<file path="src/rtl/core/lps_pkg.sv">
package lps_pkg;

	localparam int OpW       = 2;
	localparam int ReqModeW  = 3;
	localparam int ModeW     = 2;
	localparam int DutyW     = 8;
	localparam int TimeW     = 16;
	localparam int CfgIndexW = 2;
	localparam int CfgDataW  = 16;
	localparam int WalkIdxW  = 3;
	localparam int WalkCntW  = WalkIdxW + 1;

	localparam int WalkStepsDefault = 7;

	localparam logic [DutyW-1:0] BrightnessReset     = 8'd255;
	localparam logic [TimeW-1:0] StrobeOnReset       = 16'd200;
	localparam logic [TimeW-1:0] StrobeOffReset      = 16'd200;
	localparam logic [TimeW-1:0] WalkIntervalReset   = 16'd1000;
	localparam logic [TimeW-1:0] ElapsedMax          = 16'hFFFF;

	typedef enum logic [OpW-1:0] {
		OP_TICK     = 2'd0,
		OP_SET_MODE = 2'd1,
		OP_NEXT     = 2'd2,
		OP_NONE     = 2'd3
	} op_t;

	typedef enum logic [ModeW-1:0] {
		MODE_OFF    = 2'd0,
		MODE_STROBE = 2'd1,
		MODE_WALK   = 2'd2,
		MODE_STEADY = 2'd3
	} mode_t;

	typedef enum logic [CfgIndexW-1:0] {
		CFG_BRIGHTNESS    = 2'd0,
		CFG_STROBE_ON     = 2'd1,
		CFG_STROBE_OFF    = 2'd2,
		CFG_WALK_INTERVAL = 2'd3
	} cfg_index_t;

	localparam logic [ReqModeW-1:0] ReqModeMax = 3'd3;

	function automatic logic [DutyW-1:0] walk_duty(input logic [WalkIdxW-1:0] idx);
		logic [DutyW-1:0] d;
		case (idx)
			3'd0:    d = 8'd10;
			3'd1:    d = 8'd40;
			3'd2:    d = 8'd60;
			3'd3:    d = 8'd100;
			3'd4:    d = 8'd150;
			3'd5:    d = 8'd200;
			default: d = 8'd255;
		endcase
		return d;
	endfunction

endpackage

</file>
<file path="src/rtl/core/lps_if.sv">
interface lps_cmd_if import lps_pkg::*; ();
	logic                valid;
	logic                ready;
	logic [OpW-1:0]      op;
	logic [ReqModeW-1:0] new_mode;

	modport source (output valid, output op, output new_mode, input ready);
	modport sink (input valid, input op, input new_mode, output ready);
endinterface

interface lps_status_if import lps_pkg::*; ();
	logic             valid;
	logic             ready;
	logic [DutyW-1:0] duty;
	logic             lamp_on;
	logic [ModeW-1:0] mode_now;

	modport source (output valid, output duty, output lamp_on, output mode_now, input ready);
	modport sink (input valid, input duty, input lamp_on, input mode_now, output ready);
endinterface

</file>
<file path="src/rtl/core/lamp_pattern_sequencer_top.sv">
// Status: a command transaction shows its status in the cycle after acceptance.
// Throughput: one command per cycle while the status output is not stalled; the status register
// holds a stalled result while the next command is taken as soon as that result leaves.
// Reset: arst_n clears the mode to off, duty, timer, phase and walk index,
// and returns the configuration registers to their default values.
module lamp_pattern_sequencer_top import lps_pkg::*; #(
	parameter int WALK_STEPS = WalkStepsDefault
) (
	input  logic                 clk,
	input  logic                 arst_n,
	input  logic                 cfg_wr_en,
	input  logic [CfgIndexW-1:0] cfg_index,
	input  logic [CfgDataW-1:0]  cfg_data,
	lps_cmd_if.sink              cmd,
	lps_status_if.source         status
);

	localparam logic [WalkCntW-1:0] WalkSteps = WalkCntW'(WALK_STEPS);

	logic [DutyW-1:0]    brightness_q;
	logic [TimeW-1:0]    strobe_on_q;
	logic [TimeW-1:0]    strobe_off_q;
	logic [TimeW-1:0]    walk_interval_q;

	mode_t               mode_q, mode_d;
	logic [DutyW-1:0]    duty_q, duty_d;
	logic [TimeW-1:0]    elapsed_q, elapsed_d;
	logic                lit_q, lit_d;
	logic [WalkIdxW-1:0] walk_idx_q, walk_idx_d;
	logic                out_valid_q;

	logic                accept;
	logic [TimeW-1:0]    elapsed_inc;
	logic [TimeW-1:0]    span;
	logic [WalkCntW-1:0] walk_cnt_inc;
	mode_t               req_mode;
	logic                change;

	assign cmd.ready      = !out_valid_q || status.ready;
	assign accept         = cmd.valid && cmd.ready;
	assign status.valid   = out_valid_q;
	assign status.duty    = duty_q;
	assign status.lamp_on = (duty_q != '0);
	assign status.mode_now = mode_q;

	always_ff @(posedge clk or negedge arst_n) begin
		if (!arst_n) begin
			brightness_q    <= BrightnessReset;
			strobe_on_q     <= StrobeOnReset;
			strobe_off_q    <= StrobeOffReset;
			walk_interval_q <= WalkIntervalReset;
		end else if (cfg_wr_en) begin
			case (cfg_index_t'(cfg_index))
				CFG_BRIGHTNESS:    brightness_q    <= cfg_data[DutyW-1:0];
				CFG_STROBE_ON:     strobe_on_q     <= cfg_data[TimeW-1:0];
				CFG_STROBE_OFF:    strobe_off_q    <= cfg_data[TimeW-1:0];
				CFG_WALK_INTERVAL: walk_interval_q <= cfg_data[TimeW-1:0];
				default: ;
			endcase
		end
	end

	always_comb begin
		elapsed_inc  = (elapsed_q == ElapsedMax) ? elapsed_q : elapsed_q + 1'b1;
		span         = lit_q ? strobe_on_q : strobe_off_q;
		walk_cnt_inc = {1'b0, walk_idx_q} + 1'b1;

		if (op_t'(cmd.op) == OP_SET_MODE) begin
			req_mode = (cmd.new_mode > ReqModeMax) ? MODE_OFF : mode_t'(cmd.new_mode[ModeW-1:0]);
		end else begin
			req_mode = mode_t'(mode_q + 1'b1);
		end
		change = (req_mode != mode_q);

		mode_d     = mode_q;
		duty_d     = duty_q;
		elapsed_d  = elapsed_q;
		lit_d      = lit_q;
		walk_idx_d = walk_idx_q;

		case (op_t'(cmd.op))
			OP_TICK: begin
				elapsed_d = elapsed_inc;
				case (mode_q)
					MODE_STROBE: begin
						if (elapsed_inc >= span) begin
							elapsed_d = '0;
							lit_d     = !lit_q;
							duty_d    = lit_q ? '0 : brightness_q;
						end
					end
					MODE_WALK: begin
						if (elapsed_inc >= walk_interval_q) begin
							elapsed_d = '0;
							if (walk_cnt_inc >= WalkSteps) begin
								walk_idx_d = '0;
								duty_d     = '0;
							end else begin
								walk_idx_d = walk_cnt_inc[WalkIdxW-1:0];
								duty_d     = walk_duty(walk_idx_q);
							end
						end
					end
					MODE_STEADY: duty_d = brightness_q;
					default:     duty_d = '0;
				endcase
			end
			OP_SET_MODE, OP_NEXT: begin
				if (change) begin
					mode_d     = req_mode;
					elapsed_d  = '0;
					lit_d      = 1'b0;
					walk_idx_d = '0;
					if (req_mode == MODE_OFF) begin
						duty_d = '0;
					end
				end
			end
			default: ;
		endcase
	end

	always_ff @(posedge clk or negedge arst_n) begin
		if (!arst_n) begin
			mode_q      <= MODE_OFF;
			duty_q      <= '0;
			elapsed_q   <= '0;
			lit_q       <= 1'b0;
			walk_idx_q  <= '0;
			out_valid_q <= 1'b0;
		end else begin
			if (accept) begin
				mode_q     <= mode_d;
				duty_q     <= duty_d;
				elapsed_q  <= elapsed_d;
				lit_q      <= lit_d;
				walk_idx_q <= walk_idx_d;
			end
			if (accept) begin
				out_valid_q <= 1'b1;
			end else if (status.ready) begin
				out_valid_q <= 1'b0;
			end
		end
	end

endmodule

</file>
<file path="src/flat_wrapper.sv">
// flat-port wrapper written by rule: the top's interface ports become plain ports
module lamp_pattern_sequencer_top_flat import lps_pkg::*;
#(
	parameter int WALK_STEPS = WalkStepsDefault
)
  (clk, arst_n, cfg_wr_en, cfg_index, cfg_data, cmd_valid, cmd_op, cmd_new_mode, cmd_ready, status_valid, status_duty, status_lamp_on, status_mode_now, status_ready);
  lps_cmd_if cmd_i ();
  lps_status_if status_i ();
  input  logic clk;
  input  logic arst_n;
  input  logic cfg_wr_en;
  input  logic [CfgIndexW-1:0] cfg_index;
  input  logic [CfgDataW-1:0] cfg_data;
  input wire logic [$bits(cmd_i.valid)-1:0] cmd_valid;
  input wire logic [$bits(cmd_i.op)-1:0] cmd_op;
  input wire logic [$bits(cmd_i.new_mode)-1:0] cmd_new_mode;
  output wire logic [$bits(cmd_i.ready)-1:0] cmd_ready;
  output wire logic [$bits(status_i.valid)-1:0] status_valid;
  output wire logic [$bits(status_i.duty)-1:0] status_duty;
  output wire logic [$bits(status_i.lamp_on)-1:0] status_lamp_on;
  output wire logic [$bits(status_i.mode_now)-1:0] status_mode_now;
  input wire logic [$bits(status_i.ready)-1:0] status_ready;
  assign cmd_i.valid = cmd_valid;
  assign cmd_i.op = cmd_op;
  assign cmd_i.new_mode = cmd_new_mode;
  assign cmd_ready = cmd_i.ready;
  assign status_valid = status_i.valid;
  assign status_duty = status_i.duty;
  assign status_lamp_on = status_i.lamp_on;
  assign status_mode_now = status_i.mode_now;
  assign status_i.ready = status_ready;
  lamp_pattern_sequencer_top #(.WALK_STEPS(WALK_STEPS)) u_core (.clk(clk), .arst_n(arst_n), .cfg_wr_en(cfg_wr_en), .cfg_index(cfg_index), .cfg_data(cfg_data), .cmd(cmd_i), .status(status_i));
endmodule
</file>
<file path="config.mk">
export PLATFORM = sky130hd
export DESIGN_NAME = lamp_pattern_sequencer_top_flat
export DESIGN_NICKNAME = d
export VERILOG_FILES = /design/src/rtl/core/lps_pkg.sv /design/src/rtl/core/lps_if.sv /design/src/rtl/core/lamp_pattern_sequencer_top.sv /design/src/flat_wrapper.sv
export SDC_FILE = /design/constraint.sdc
export NUM_CORES = 1
export LEC_CHECK = 0
export ABC_AREA = 1
export BUFFER_PORTS_ARGS = -buffer_cell sky130_fd_sc_hd__buf_2
export CORE_UTILIZATION = 30
export DETAILED_ROUTE_END_ITERATION = 6
export GPL_ROUTABILITY_DRIVEN = 0
export PLACE_DENSITY = 0.54
export SYNTH_ARGS = -nofsm -noshare
export SYNTH_HDL_FRONTEND = slang
export SYNTH_SLANG_ARGS = --single-unit
</file>
<file path="constraint.sdc">
create_clock -name clk -period 5.7 [get_ports clk]
set_input_delay 0.57 -clock clk [delete_from_list [all_inputs] [get_ports clk]]
set_output_delay 0.57 -clock clk [all_outputs]
set_load 0.005 [all_outputs]
</file>
==> reports/results.ini <==
[die]
fp.dieW_um = 136
die_area_um2 = 18600
start_util_pct = 31.0
num_rows = 48
die_h_um = 136
io_pins = 41
core_area_um2 = 17500

[power_and_ir_drop]
vdd_drop_max_v = 0.000162
leakagePower_nw = 3.25
total_power_mw = 2.16
powerDensity_nw_per_um2 = 352

[synthesis]
async_flop_share_pct = 100
syn_nets = 777
synth-seq-cells = 87
syn_area_per_cell_um2 = 7.73
syn_area_um2 = 5430
ys_types = 38
synth.area.top_cells = dfrtp_1 31%, nand2_1 16%, ha_1 11%, dfstp_2 9.7%, inv_1 5.7%
synth_top_area_share_pct = 30.9
ys.warnings.count = 0
synth_flop_cell = dfrtp_1
synthCells = 702
synth_edf_count = 0
yosysSeqAreaShare_pct = 40.6
netlist.top_cell.by_area = dfrtp_1

[run_status]
status = complete, no violations

[global_route]
grtUsageTotal_pct = 14.7
grt_pass1_vias = 4094
grt.overflow.total = 0
grt_pass1_wl_mm = 21.1
antenna_found_initial = 0
grt_max_degree = 54

[clock_tree]
cts_root_buffer = clkbuf_16
cts_max_level = 3
ctsLongestPathBuffers = 2
cts_resized = 0
cts_tree = done
holdBufCountCts = 0
numCtsBuffers = 9
path_clk_slew_ns = 0.06
clkSinkCount = 87
clkLatencyLatePin_ns = 0.35
cts_setup_buffers = 0

[placed_design]
dp.final_hpwl_mm = 9.34
dp.cells = 951
portBuffers = 40
place_area_um2 = 5840

[layout]
design_area_um2 = 6120
area_growth_pct = 12.8
nNetsFinal = 812
antennaDiodeCount = 0
final_common_cell = nand2_1
fin_cells = 967
drive_gt1_share_pct = 13.1
final_cell_mix = 232 x nand2_1, 82 x inv_1, 67 x dfrtp_1

[drt]
drt-pass1-iter-count = 4
dr.first_iter.drc_count = 279
drc = 0
postRouteAntennaNets = 0
via_per_inst = 4.59
wl_mm = 12.7
wire_per_inst_um = 13.1
vias = 4436

[worst_hold_path]
hp-class = input pin to asynchronous set/reset pin

[sta]
drv_slew = 0
worstMarginPinSlew_ns = 1.08
max_freq_mhz = 318
rsz0062_at_grt = false
layout_min_cycle_time_ns = 3.15
whs_ns = 0.161
finalSetupViolCount = 0
slew_headroom_pct = 27.7
fin_crit_sh_pct = 55.2
skew_ns = 0.00587
hold_viol_final = 0
fin_tns_setup_ns = 0

[worst_setup_path]
setup.worst_path.class = flip-flop to flip-flop
start_kind = flip-flop
worstPathRequired_ns = 5.95
crit_fanout = 9
endpoint_kind = flip-flop
cp.arrival_ns = 3.39

[flow_run]
cap_violations = 0

critical path, cell delays in order, from the launching register on:
cell and delay [ns]:
dfrtp_1 0.41, ha_1 0.34, nand2_1 0.15, nor2_2 0.13, nand2_1 0.11, nor2_2 0.11, inv_1 0.06, o21ai_2 0.13
inv_1 0.08, ha_1 0.28, nand2_1 0.07, nor4_1 0.34, nand2_1 0.14, nand3_1 0.29, nand3_2 0.24, nand2_1 0.11
nand2_1 0.05
final timing paths:
check	cells past startpoint	to	start	slack (ns)
worst max-delay path	16	u_core.status.duty[6]$_DFFE_PN0P_	u_core.elapsed_q[0]$_DFFE_PN0P_	2.55
worst min-delay path	1	u_core.strobe_off_q[15]$_DFFE_PN0P_	arst_n	0.16
worst max register to register	16	u_core.status.duty[6]$_DFFE_PN0P_	u_core.elapsed_q[0]$_DFFE_PN0P_	2.55
worst min register to register	2	u_core.walk_interval_q[2]$_DFFE_PN0P_	u_core.walk_interval_q[2]$_DFFE_PN0P_	0.48
max in group asynchronous	2	u_core.status.duty[1]$_DFFE_PN0P_	arst_n	4.48
min in group clk	2	u_core.walk_interval_q[2]$_DFFE_PN0P_	u_core.walk_interval_q[2]$_DFFE_PN0P_	0.48
registers in the layout, summed over array words and instances, names as in the netlist:
name and cells:
u_core.walk_interval_q 16, u_core.status.duty 8, u_core.lit_q 1, u_core.strobe_on_q 16, u_core.status.mode_now 2, u_core.walk_idx_q 3, u_core.status.valid 1, u_core.brightness_q 8
u_core.strobe_off_q 16, u_core.elapsed_q 16
synth_stat cells (2+ instances only):
cell	number
ha_1	47
or2_2	2
o21ai_0	60
nand2_1	232
nand4_1	12
inv_2	3
o21bai_1	2
buf_2	5
clkbuf_1	10
a21oi_2	2
nor3_1	2
nor2_2	2
nor2_4	2
inv_1	82
o21ai_1	4
mux2i_1	15
dfrtp_1	67
xor2_1	11
a21oi_1	33
nor2_1	41
dfstp_2	20
nand3_2	3
nor4_1	3
nand3_1	28
layer usage:
metal	wire length (um)	track usage (%)	vias up	share of wire, %
li1	-	-	2335	-
met1	6870	21.5	2032	54
met2	5290	21.5	52	42
met4	236	6.67	0	1.9
met3	282	1.81	17	2.2
met5	0	0	-	0
power by group:
part | internal (mW) | leakage, nW | total (mW) | switching, mW
Combinational | 0.280 | 2.04 | 0.727 | 0.446
Sequential | 0.747 | 1.08 | 0.859 | 0.112
Clock | 0.311 | 0.133 | 0.570 | 0.259
layout make-up:
cell class              count  area (um^2)
clock buffers              11          243
clock inverters             5         41.3
fillers                  1847        11400
inverters                  86          325
multi-input cells         512         2820
flip-flops and latches     87         2200
well taps                 225          282
repair buffers             41          210
kinds of logic (layout without fill, tap and decap cells):
logic type                 count (synthesis)  count (layout)  share of synthesized area [%]
xor gates and xnor gates                  11              11                           1.78
DFF                                       87              87                           40.6
AOI/OAI and AO/OA                        106             106                           10.4
buffers and inverters                    103             143                           7.49
adders and majority gates                 47              47                           10.8
and+or+nand+nor                          333             333                           26.1
muxes                                     15              15                           2.77
stage by stage:
step | setup slack, ns | utilization, %
after global routing | 2.20 | 35.0
after floorplan | 3.11 | -
after detailed placement | 2.56 | 33.4
final | 2.55 | 35.0
after global placement | 2.52 | 33.4
after CTS | 2.54 | 35.0
(Power assumes the default switching activity.)
